<file path="src/design/smf_pkg.sv">
`timescale 1ns / 1ps
// ----------------------------------------------------------------------------
// smf_pkg
// Shared types and constants for the sliding median filter.
// ----------------------------------------------------------------------------
package smf_pkg;

    localparam int MAX_HALF    = 15;
    localparam int SAMPLE_BITS = 16;
    localparam int DEPTH       = 2 * MAX_HALF + 1;
    localparam int IDX_W       = $clog2(DEPTH);
    localparam int H_W         = $clog2(MAX_HALF + 1);

    localparam logic [H_W-1:0] HALF_WIDTH_RST = H_W'(2);

    typedef logic signed [SAMPLE_BITS-1:0] sample_t;

    // value moving from one sort cell to the next
    typedef struct packed {
        logic    valid;
        sample_t data;
    } link_t;

    typedef enum logic [2:0] {
        ST_IDLE,
        ST_FEED,
        ST_DRAIN,
        ST_MED,
        ST_PASS,
        ST_TAIL
    } state_t;

endpackage

</file>
<file path="src/design/smf_in_if.sv">
`timescale 1ns / 1ps
// ----------------------------------------------------------------------------
// smf_in_if
// Sample channel: valid/ready handshake carrying one sample per transaction.
// ----------------------------------------------------------------------------
interface smf_in_if;
    import smf_pkg::*;

    logic    valid;
    logic    ready;
    sample_t sample;
    logic    end_of_signal;

    modport source (output valid, output sample, output end_of_signal, input ready);
    modport sink   (input valid, input sample, input end_of_signal, output ready);
endinterface

</file>
<file path="src/design/smf_out_if.sv">
`timescale 1ns / 1ps
// ----------------------------------------------------------------------------
// smf_out_if
// Result channel: valid/ready handshake carrying one filtered sample.
// ----------------------------------------------------------------------------
interface smf_out_if;
    import smf_pkg::*;

    logic    valid;
    logic    ready;
    sample_t value;
    logic    last_out;

    modport source (output valid, output value, output last_out, input ready);
    modport sink   (input valid, input value, input last_out, output ready);
endinterface

</file>
<file path="src/design/smf_sort_cell.sv">
`timescale 1ns / 1ps
// ----------------------------------------------------------------------------
// smf_sort_cell
// One insertion cell: keeps the smaller of its value and the arriving one,
// hands the larger to the next cell.
// ----------------------------------------------------------------------------
module smf_sort_cell
(
    input  logic           clk,
    input  logic           rst_n,
    input  logic           clear,
    input  smf_pkg::link_t pass_in,
    output smf_pkg::link_t pass_out,
    output smf_pkg::sample_t held
);
    import smf_pkg::*;

    logic    full_reg;
    logic    full_next;
    sample_t held_reg;
    sample_t held_next;
    logic    pass_valid_reg;
    sample_t pass_data_reg;
    link_t   pass_next;

    always_comb
    begin
        full_next       = full_reg;
        held_next       = held_reg;
        pass_next.valid = 1'b0;
        pass_next.data  = pass_in.data;
        if (clear)
        begin
            full_next = 1'b0;
        end
        else if (pass_in.valid)
        begin
            if (!full_reg)
            begin
                full_next = 1'b1;
                held_next = pass_in.data;
            end
            else if (pass_in.data < held_reg)
            begin
                held_next       = pass_in.data;
                pass_next.valid = 1'b1;
                pass_next.data  = held_reg;
            end
            else
            begin
                pass_next.valid = 1'b1;
            end
        end
    end

    always_ff @(posedge clk or negedge rst_n)
    begin
        if (!rst_n)
        begin
            full_reg       <= 1'b0;
            pass_valid_reg <= 1'b0;
        end
        else
        begin
            full_reg       <= full_next;
            pass_valid_reg <= pass_next.valid;
        end
    end

    always_ff @(posedge clk)
    begin
        held_reg      <= held_next;
        pass_data_reg <= pass_next.data;
    end

    assign pass_out = {pass_valid_reg, pass_data_reg};
    assign held     = held_reg;
endmodule

</file>
<file path="src/design/smf_sorter.sv">
`timescale 1ns / 1ps
// ----------------------------------------------------------------------------
// smf_sorter
// Row of insertion cells; after a window has been fed and has settled, the
// cells hold it in ascending order and one rank is picked.
// ----------------------------------------------------------------------------
module smf_sorter
(
    input  logic                      clk,
    input  logic                      rst_n,
    input  logic                      clear,
    input  smf_pkg::link_t            feed,
    input  logic [smf_pkg::IDX_W-1:0] rank,
    output smf_pkg::sample_t          pick
);
    import smf_pkg::*;

    link_t   chain [DEPTH+1];
    sample_t held  [DEPTH];

    assign chain[0] = feed;

    for (genvar i = 0; i < DEPTH; i++)
    begin : g_cell
        smf_sort_cell u_cell
        (
            .clk      (clk),
            .rst_n    (rst_n),
            .clear    (clear),
            .pass_in  (chain[i]),
            .pass_out (chain[i+1]),
            .held     (held[i])
        );
    end

    assign pick = held[rank];
endmodule

</file>
<file path="src/design/smf_window.sv">
`timescale 1ns / 1ps
// ----------------------------------------------------------------------------
// smf_window
// Shift line of the most recent samples, newest at tap 0, one read tap.
// ----------------------------------------------------------------------------
module smf_window
(
    input  logic                      clk,
    input  logic                      shift_en,
    input  smf_pkg::sample_t          shift_data,
    input  logic [smf_pkg::IDX_W-1:0] rd_idx,
    output smf_pkg::sample_t          rd_data
);
    import smf_pkg::*;

    sample_t store_reg [DEPTH];

    always_ff @(posedge clk)
    begin
        if (shift_en)
        begin
            store_reg[0] <= shift_data;
            for (int k = 1; k < DEPTH; k++)
            begin
                store_reg[k] <= store_reg[k-1];
            end
        end
    end

    assign rd_data = store_reg[rd_idx];
endmodule

</file>
<file path="src/design/sliding_median_filter.sv">
`timescale 1ns / 1ps
// ----------------------------------------------------------------------------
// sliding_median_filter
// Running median over a window of 2h+1 samples, pass-through near the ends
// of each signal, tail flushed on the last sample.
// ----------------------------------------------------------------------------
//  channel      dir  transaction
//  sample_ch    in   sample, end_of_signal
//  result_ch    out  value, last_out
//  cfg_we/wdata in   half_width write
//
//  One sample at a time. A median result feeds the window from its single read
//  tap into the cell row, lets the row settle, then loads the result. Tail
//  results are loaded one at a time after it. No clearing pass after reset.
//  A stalled result register holds the sequencer in its emit state.
// ----------------------------------------------------------------------------
module sliding_median_filter
(
    input  logic                    clk,
    input  logic                    rst_n,
    smf_in_if.sink                  sample_ch,
    smf_out_if.source               result_ch,
    input  logic                    cfg_we,
    input  logic [smf_pkg::H_W-1:0] cfg_wdata
);
    import smf_pkg::*;

    state_t           state_reg, state_next;
    logic [H_W-1:0]   half_width_reg;
    logic [H_W-1:0]   h_reg, h_next;
    logic [IDX_W-1:0] seen_reg, seen_next;
    logic [IDX_W-1:0] rd_idx_reg, rd_idx_next;
    logic [IDX_W-1:0] cnt_reg, cnt_next;
    logic [H_W-1:0]   top_reg, top_next;
    logic             last_reg, last_next;
    logic             out_valid_reg, out_valid_next;
    sample_t          out_value_reg, out_value_next;
    logic             out_last_reg, out_last_next;

    logic             accept;
    logic [IDX_W-1:0] seen_inc;
    logic [IDX_W-1:0] h_ext;
    logic [IDX_W-1:0] two_h_cfg;
    logic [IDX_W-1:0] two_h;
    logic             emit_main;
    logic             use_med;
    logic             out_free;
    logic             sort_clear;
    link_t            feed;
    sample_t          rd_data;
    sample_t          med_value;

    assign accept    = sample_ch.valid && sample_ch.ready;
    assign seen_inc  = (seen_reg < IDX_W'(DEPTH)) ? seen_reg + IDX_W'(1) : seen_reg;
    assign h_ext     = {1'b0, half_width_reg};
    assign two_h_cfg = {half_width_reg, 1'b0};
    assign two_h     = {h_reg, 1'b0};
    assign emit_main = seen_inc > h_ext;
    assign use_med   = seen_inc > two_h_cfg;
    assign out_free  = !out_valid_reg || result_ch.ready;

    assign sample_ch.ready = (state_reg == ST_IDLE);
    assign sort_clear      = accept;
    assign feed            = {(state_reg == ST_FEED), rd_data};

    smf_window u_window
    (
        .clk        (clk),
        .shift_en   (accept),
        .shift_data (sample_ch.sample),
        .rd_idx     (rd_idx_reg),
        .rd_data    (rd_data)
    );

    smf_sorter u_sorter
    (
        .clk   (clk),
        .rst_n (rst_n),
        .clear (sort_clear),
        .feed  (feed),
        .rank  ({1'b0, h_reg}),
        .pick  (med_value)
    );

    always_comb
    begin
        state_next     = state_reg;
        h_next         = h_reg;
        seen_next      = seen_reg;
        rd_idx_next    = rd_idx_reg;
        cnt_next       = cnt_reg;
        top_next       = top_reg;
        last_next      = last_reg;
        out_valid_next = out_valid_reg && !result_ch.ready;
        out_value_next = out_value_reg;
        out_last_next  = out_last_reg;

        case (state_reg)
            ST_IDLE:
            begin
                if (accept)
                begin
                    h_next    = half_width_reg;
                    last_next = sample_ch.end_of_signal;
                    seen_next = sample_ch.end_of_signal ? '0 : seen_inc;
                    top_next  = emit_main ? half_width_reg : seen_inc[H_W-1:0];
                    cnt_next  = '0;
                    if (use_med)
                    begin
                        state_next  = ST_FEED;
                        rd_idx_next = '0;
                    end
                    else if (emit_main)
                    begin
                        state_next  = ST_PASS;
                        rd_idx_next = h_ext;
                    end
                    else if (sample_ch.end_of_signal)
                    begin
                        state_next  = ST_TAIL;
                        rd_idx_next = seen_inc - IDX_W'(1);
                    end
                end
            end
            ST_FEED:
            begin
                if (cnt_reg == two_h)
                begin
                    state_next = ST_DRAIN;
                    cnt_next   = '0;
                end
                else
                begin
                    cnt_next    = cnt_reg + IDX_W'(1);
                    rd_idx_next = rd_idx_reg + IDX_W'(1);
                end
            end
            ST_DRAIN:
            begin
                // let the last fed value ripple to its place
                if (cnt_reg == two_h)
                begin
                    state_next = ST_MED;
                end
                else
                begin
                    cnt_next = cnt_reg + IDX_W'(1);
                end
            end
            ST_MED, ST_PASS:
            begin
                if (out_free)
                begin
                    out_valid_next = 1'b1;
                    out_value_next = (state_reg == ST_MED) ? med_value : rd_data;
                    out_last_next  = last_reg && (top_reg == '0);
                    if (last_reg && (top_reg != '0))
                    begin
                        state_next  = ST_TAIL;
                        rd_idx_next = {1'b0, top_reg} - IDX_W'(1);
                    end
                    else
                    begin
                        state_next = ST_IDLE;
                    end
                end
            end
            ST_TAIL:
            begin
                if (out_free)
                begin
                    out_valid_next = 1'b1;
                    out_value_next = rd_data;
                    out_last_next  = (rd_idx_reg == '0);
                    if (rd_idx_reg == '0)
                    begin
                        state_next = ST_IDLE;
                    end
                    else
                    begin
                        rd_idx_next = rd_idx_reg - IDX_W'(1);
                    end
                end
            end
            default:
            begin
                state_next = ST_IDLE;
            end
        endcase
    end

    always_ff @(posedge clk or negedge rst_n)
    begin
        if (!rst_n)
        begin
            state_reg      <= ST_IDLE;
            half_width_reg <= HALF_WIDTH_RST;
            seen_reg       <= '0;
            out_valid_reg  <= 1'b0;
            h_reg          <= '0;
            rd_idx_reg     <= '0;
            cnt_reg        <= '0;
            top_reg        <= '0;
            last_reg       <= 1'b0;
        end
        else
        begin
            state_reg     <= state_next;
            seen_reg      <= seen_next;
            out_valid_reg <= out_valid_next;
            h_reg         <= h_next;
            rd_idx_reg    <= rd_idx_next;
            cnt_reg       <= cnt_next;
            top_reg       <= top_next;
            last_reg      <= last_next;
            if (cfg_we)
            begin
                half_width_reg <= cfg_wdata;
            end
        end
    end

    always_ff @(posedge clk)
    begin
        out_value_reg <= out_value_next;
        out_last_reg  <= out_last_next;
    end

    assign result_ch.valid    = out_valid_reg;
    assign result_ch.value    = out_value_reg;
    assign result_ch.last_out = out_last_reg;
endmodule

</file>
<file path="src/flat_wrapper.sv">
// flat-port wrapper written by rule: the top's interface ports become plain ports
module sliding_median_filter_flat import smf_pkg::*;
  (clk, rst_n, cfg_we, cfg_wdata, sample_ch_valid, sample_ch_sample, sample_ch_end_of_signal, sample_ch_ready, result_ch_valid, result_ch_value, result_ch_last_out, result_ch_ready);
  smf_in_if sample_ch_i ();
  smf_out_if result_ch_i ();
  input  logic clk;
  input  logic rst_n;
  input  logic cfg_we;
  input  logic [smf_pkg::H_W-1:0] cfg_wdata;
  input wire logic [$bits(sample_ch_i.valid)-1:0] sample_ch_valid;
  input wire logic [$bits(sample_ch_i.sample)-1:0] sample_ch_sample;
  input wire logic [$bits(sample_ch_i.end_of_signal)-1:0] sample_ch_end_of_signal;
  output wire logic [$bits(sample_ch_i.ready)-1:0] sample_ch_ready;
  output wire logic [$bits(result_ch_i.valid)-1:0] result_ch_valid;
  output wire logic [$bits(result_ch_i.value)-1:0] result_ch_value;
  output wire logic [$bits(result_ch_i.last_out)-1:0] result_ch_last_out;
  input wire logic [$bits(result_ch_i.ready)-1:0] result_ch_ready;
  assign sample_ch_i.valid = sample_ch_valid;
  assign sample_ch_i.sample = sample_ch_sample;
  assign sample_ch_i.end_of_signal = sample_ch_end_of_signal;
  assign sample_ch_ready = sample_ch_i.ready;
  assign result_ch_valid = result_ch_i.valid;
  assign result_ch_value = result_ch_i.value;
  assign result_ch_last_out = result_ch_i.last_out;
  assign result_ch_i.ready = result_ch_ready;
  sliding_median_filter u_core (.clk(clk), .rst_n(rst_n), .sample_ch(sample_ch_i), .result_ch(result_ch_i), .cfg_we(cfg_we), .cfg_wdata(cfg_wdata));
endmodule
</file>
<file path="config.mk">
export PLATFORM = sky130hd
export DESIGN_NAME = sliding_median_filter_flat
export DESIGN_NICKNAME = d
export VERILOG_FILES = /design/src/design/smf_pkg.sv /design/src/design/smf_in_if.sv /design/src/design/smf_out_if.sv /design/src/design/smf_sort_cell.sv /design/src/design/smf_sorter.sv /design/src/design/smf_window.sv /design/src/design/sliding_median_filter.sv /design/src/flat_wrapper.sv
export SDC_FILE = /design/constraint.sdc
export NUM_CORES = 1
export LEC_CHECK = 0
export BUFFER_PORTS_ARGS = -buffer_cell sky130_fd_sc_hd__buf_2
export CORE_MARGIN = 1.5
export CORE_UTILIZATION = 43
export CTS_BUF_LIST = sky130_fd_sc_hd__clkbuf_2
export CTS_CLUSTER_DIAMETER = 60
export CTS_CLUSTER_SIZE = 25
export DETAILED_ROUTE_END_ITERATION = 16
export PLACE_DENSITY_LB_ADDON = 0.15
export SLEW_MARGIN = 10
export SYNTH_ARGS = -nofsm -noshare
export SYNTH_HDL_FRONTEND = slang
export SYNTH_SLANG_ARGS = --single-unit
</file>
<file path="constraint.sdc">
create_clock -name clk -period 18.3 [get_ports clk]
set_input_delay 4.575 -clock clk [delete_from_list [all_inputs] [get_ports clk]]
set_output_delay 4.575 -clock clk [all_outputs]
set_load 0.02 [all_outputs]
</file>
# Word-level counts from Yosys, hierarchy flattened
# Memory sizes are Yosys's and may differ from the RTL's.
# Cells that the tools add are included.
[totals]
ff_bits = 1086
output_inout_bits = 19
in_bits = 26
n_memories = 1
ramBits = 496
wordCells = 594
[mem_list]
columns = ["memory", "words", "width", "rd", "rd_clocked_by_memory_dff", "wr", "line", "text"]
rows = [
  ["u_core.u_window.store_reg", 31, 16, 31, 0, 31, "smf_window.sv:16", "sample_t store_reg [DEPTH];"],
]
[classes]
reduce_logical = 83
n_lt_le_gt_ge = 35
n_bitwise = 2
mux = 286
addsub = 6
eq_ne = 48
[ops]
columns = ["cell", "n"]
rows = [
  ["$mux W16", 97],
  ["$mux W17", 90],
  ["$lt A16 B16 Y1", 31],
  ["$reduce_and A3 Y1", 33],
  ["$bmux W16 S5", 1],
  ["$ne A2 B2 Y1 const B", 36],
  ["$mux W5", 14],
  ["$mux W1", 68],
  ["$reduce_bool A2 Y1", 32],
  ["$pmux W16 S2", 1],
  ["$mux W3", 10],
  ["$pmux W5 S4", 1],
  ["$add A5 B1 Y5 const B", 3],
  ["$pmux W3 S5", 1],
  ["$pmux W5 S3", 1],
  ["$ne A2 B1 Y1 const B", 5],
  ["$sub A5 B1 Y5 const B", 2],
  ["$reduce_and A8 Y1", 1],
  ["$reduce_bool A4 Y1", 2],
  ["$reduce_and A7 Y1", 1],
  ["$eq A3 B2 Y1 const B", 2],
  ["$eq A3 B3 Y1 const B", 2],
  ["$ge A6 B6 Y1 const B", 1],
  ["$not A4 Y6", 1],
  ["20 further kinds", 24],
]

# Longest topological paths before layout
[logic_depth]
ltp_word = 8
ltp_mapped = 20
depth_no_buf = 14

# Cells and area by module
# Synthesis repeated with hierarchy kept, for this count alone.
[unflattened]
cells_unflattened = 7406
area_unflattened_um2 = 82447.8
[modules_own_cells]
columns = ["mod", "area_each_um2", "seq_area_each_um2", "cells_per_inst", "instances"]
rows = [
  ["smf_sort_cell (u_core.u_sorter.g_cell[0].u_cell ...)", 1721.7, 850.8, 174, 22],
  ["smf_window", 19003.2, 14894.3, 870, 1],
  ["smf_sort_cell (u_core.u_sorter.g_cell[2].u_cell ...)", 2058.2, 850.8, 210, 5],
  ["smf_sort_cell (u_core.u_sorter.g_cell[6].u_cell ...)", 2003.2, 850.8, 212, 4],
  ["smf_sorter", 4236.6, 0.0, 476, 1],
  ["sliding_median_filter", 3027.9, 1312.5, 334, 1],
]

# Worst setup path after synthesis
# OpenSTA, ideal clock, no wires.
[synth_path]
path_kind = "in2reg"
startpoint = "input port sample_ch_valid"
endpoint = "memory u_core.u_window.store_reg[0][0] (netlist bit), enable pin"
path_stages = 4
required_ps = 17247
path_buffers = 2
setup_ps = 1053
arrival_ps = 18570
path_slack_ps = -1323
path_cell_list = "nand2_1 > clkbuf_1 > clkinv_1 > buf_1"
[synth_rtl]
columns = ["item", "line", "text"]
rows = [
  ["start, declared", "flat_wrapper.sv:10", "input wire logic [$bits(sample_ch_i.valid)-1:0] sample_ch_valid;"],
  ["end, declared", "smf_window.sv:16", ""],
]

# Final worst setup path
[layout_path]
startpoint = "register u_core.state_reg[2]"
endpoint = "output port sample_ch_ready"
[layout_between]
elab_chain_len = 1
[layout_rtl]
columns = ["item", "line", "text"]
rows = [
  ["start, declared", "sliding_median_filter.sv:28", "state_t state_reg, state_next;"],
  ["start signal, assigned", "sliding_median_filter.sv:208", "state_reg <= state_next;"],
  ["$logic_not A3 Y1", "sliding_median_filter.sv:62", "assign sample_ch.ready = (state_reg == ST_IDLE);"],
  ["end, declared", "flat_wrapper.sv:13", "output wire logic [$bits(sample_ch_i.ready)-1:0] sample_ch_ready;"],
]
# No other way between the ends.

==> key figures <==
GRT
  • Vias in the first global route: 26546
  • Largest net degree at the start of global routing: 202
  • Initial antenna violation count: 11
  • First-pass GRT wire length: approximately 170 mm
  • Aggregate global-route resource usage: 19.9%
  • Gr ovfl total: 0

Worst setup path
  • CP max stage delay: 0.86 ns
  • CP Max Fanout: 27
  • WP depth: 2
  • Number of buffers and inverters on the critical path: 1
  • CP endpoint kind: primary output
  • Worst path top cell family by delay: simple AND/OR/NAND/NOR gates
  • CP max stage cell: nor3_1
  • CP Launch Type: flip-flop
  • Reg2Reg Depth: 12
  • Crit path kind: reg2out
  • WP data required: 13.73 ns
  • Worst path cell trace: nor3_1, buf_2
  • Critical Path AT: 3.31 ns

Placed design
  • Gp weighted congestion: 0.891
  • Buffers on Ports: 44
  • Area after DPL: 48400 um^2
  • DP HPWL: 76.4 mm
  • Placed cell count: 4442

Synthesis
  • Synth warnings: 0
  • Mapped Cells: 3062
  • Share of the synthesized area in the top cell type: 49.5%
  • Post-synth ARST share: 5.88%
  • Syn_nets: 3344
  • Post-synthesis sequential area ratio: between 60% and 70%
  • Syn Area/Cell: 15.2 um^2
  • Synth Flop Type: edfxtp_1
  • Number of synthesized flops with an enable pin: 769
  • Area leader, netlist: edfxtp_1
  • Post-Syn Area: 46600 um^2
  • Unique masters post-synth: 73
  • Post-synthesis sequential element count: roughly 1100
  • Dominant cells by area after synthesis: edfxtp_1 (50%), dfxtp_1 (10%), mux4_2 (7.9%)

Layout
  • Final Cell Area: 50000 um^2
  • Fillers: 9271
  • Largest register FFs: 496
  • Commonest cells after routing, fill and taps aside: edfxtp_1 (769), inv_1 (285), ha_1 (255)
  • Layout cells sized above 1: 22.2%
  • Nets: 3418
  • Area Overhead vs Synth: 7.29%
  • Non-Filler Instances: 4623
  • Leading cell type in the layout, fill and taps excluded: edfxtp_1

Timing
  • Tcrit/Tclk final: 43.1%
  • Final setup violation count: 0
  • Fin. Hold Viols: 0
  • Worst slew pin tran: 1.26 ns
  • Unrepaired setup endpoints after global routing: false
  • Period minus WS final: 7.88 ns
  • Fmax: 0.127 GHz
  • Slew HR: 15.6%
  • Layout Skew: between 0.15 and 0.2 ns
  • Slew Viols, Final: 0
  • Setup TNS: 0 ns

Pwr
  • Power Dens Cells: 163 nW/um^2
  • Pleak: between 15 and 20 nW
  • VDD IR max: 94.9 uV

CTS
  • Worst skew pair latency: 1.50 ns
  • # resized after CTS: 0
  • CTS tree: built
  • Postcts setup bufs: 0
  • Clock Sink Count: 1072
  • Clk root buf: clkbuf_2
  • CTS Hold Buffers Added: 0
  • Clock transition at path regs: roughly 0.36 ns
  • Total CTS buffers: 95
  • # H-tree levels: 3
  • Clock Tree Buf Depth: 3

Floorplanning
  • IO Pins: 45
  • Die ar.: 110000 um^2
  • Die width: approximately 330 um
  • Die height: about 330 um
  • Initial Util: approximately 43%
  • Core Area: 107000 um^2
  • Row cnt: 120

Routing
  • DRT antenna net count: 0
  • Initial drt markers: about 2400
  • DR pass1 iterations: 7
  • Vias/cell: between 5 and 6
  • Avg WL per Cell: 23.7 um
  • Routed WL: 110 mm
  • Vias: 26148
  • DRC viols: 0

Run
  • MaxCap Viol Count: 0

Run status
  • Status: completed

Worst hold path
  • Hold Path Cell Cnt: 0
  • Worst hold path type: reg2reg
-- cell type report --
cell class              count  area [um^2]  area share (%)
inverters                 286         1080            2.16
repair buffers             82          520            1.04
multi-input cells        1599        15600            31.2
clock inverters            81         1080            2.16
clock buffers              98          490           0.981
diodes                      2         5.00          0.0100
well taps                1403         1760            3.51
flip-flops and latches   1072        29500            59.0
-- per-stage QoR --
| stage | worst slack, ns | hold WS, ns | utilization (%) | total power, mW |
|---|---|---|---|---|
| after floorplan | 0.271 | 0.409 | - | 6.02 |
| final | 10.42 | 0.402 | 46.6 | 8.14 |
| after global routing | 10.16 | 0.385 | 46.6 | 8.64 |
| after global placement | 10.39 | 0.425 | 45.1 | 6.80 |
| after CTS | 10.19 | 0.401 | 46.6 | 8.23 |
| after detailed placement | 10.18 | 0.424 | 45.1 | 6.88 |
-- kinds of logic (layout without fill, tap and decap cells) --
logic type	Yosys count	count (layout)	share of synthesized area, %
DFF	1072	1072	63.2
muxes	501	501	15.9
AOI/OAI and AO/OA	455	455	6.49
buffers and inverters	391	547	3.41
and+or+nand+nor	375	375	3.84
adders and majority gates	256	256	6.89
xor gates and xnor gates	12	12	0.225
other	0	2	0
-- final timing paths --
path / startpoint / end / slack [ns]
worst max register to register: u_core.rd_idx_reg[0] / u_core.u_sorter.g_cell[0].u_cell.pass_data_reg[4] / 12.63
worst min register to register: u_core.u_window.store_reg[23][10] / u_core.u_window.store_reg[24][10] / 0.40
min in group asynchronous: rst_n / u_core.u_sorter.g_cell[8].u_cell.full_reg / 2.99
max in group asynchronous: rst_n / u_core.rd_idx_reg[0] / 14.19
worst min-delay path: u_core.u_window.store_reg[23][10] / u_core.u_window.store_reg[24][10] / 0.40
worst max-delay path: u_core.state_reg[2] / sample_ch_ready / 10.42
-- power by group --
part / switching [mW] / internal [mW] / leakage, nW
Combinational: 1.55 / 1.23 / 7.87
Clock: 1.00 / 0.311 / 0.907
Sequential: 0.578 / 3.47 / 9.92
-- per-layer routing --
| metal | GRT usage [%] | part of all wire (%) | routed length (um) |
|---|---|---|---|
| met4 | 5.00 | 1.9 | 2070 |
| met1 | 29.8 | 48 | 52900 |
| met5 | 0 | 0.0082 | 9 |
| met3 | 2.77 | 4.7 | 5120 |
| met2 | 30.3 | 45 | 49700 |
-- Yosys cell counts (7+ instances only) --
cell,n
inv_1,285
a211oi_1,61
buf_2,30
o221ai_1,21
o211ai_1,11
xnor2_1,7
nand4_1,30
o21a_1,14
clkbuf_1,47
a21o_1,17
or3_1,12
o221a_2,10
buf_1,8
a21oi_1,113
nor3_1,12
buf_4,14
o31ai_1,7
a22oi_1,17
and4_1,8
edfxtp_1,769
nand2b_1,27
o22ai_1,23
dfrtp_1,62
ha_1,255
o21ai_0,89
nor2b_1,13
a22o_1,15
mux4_2,164
nand2_1,137
a31oi_1,12
mux2i_1,82
nor2_1,79
mux2_2,248
dfxtp_1,240
o21bai_1,9
nand3_1,33
-- worst reg2reg max path, cell delays in order, from the launching register on --
cell and delay, ns:
dfrtp_4 0.93, buf_4 0.68, mux4_2 0.64, a22o_1 0.25
a211oi_1 0.26, a21oi_1 0.23, ha_1 0.39, a21o_1 0.18
a2111oi_0 0.40, o22a_1 0.26, nand2_1 0.12, o31ai_4 0.90
mux2_2 0.43
(Power assumes the default switching activity.)
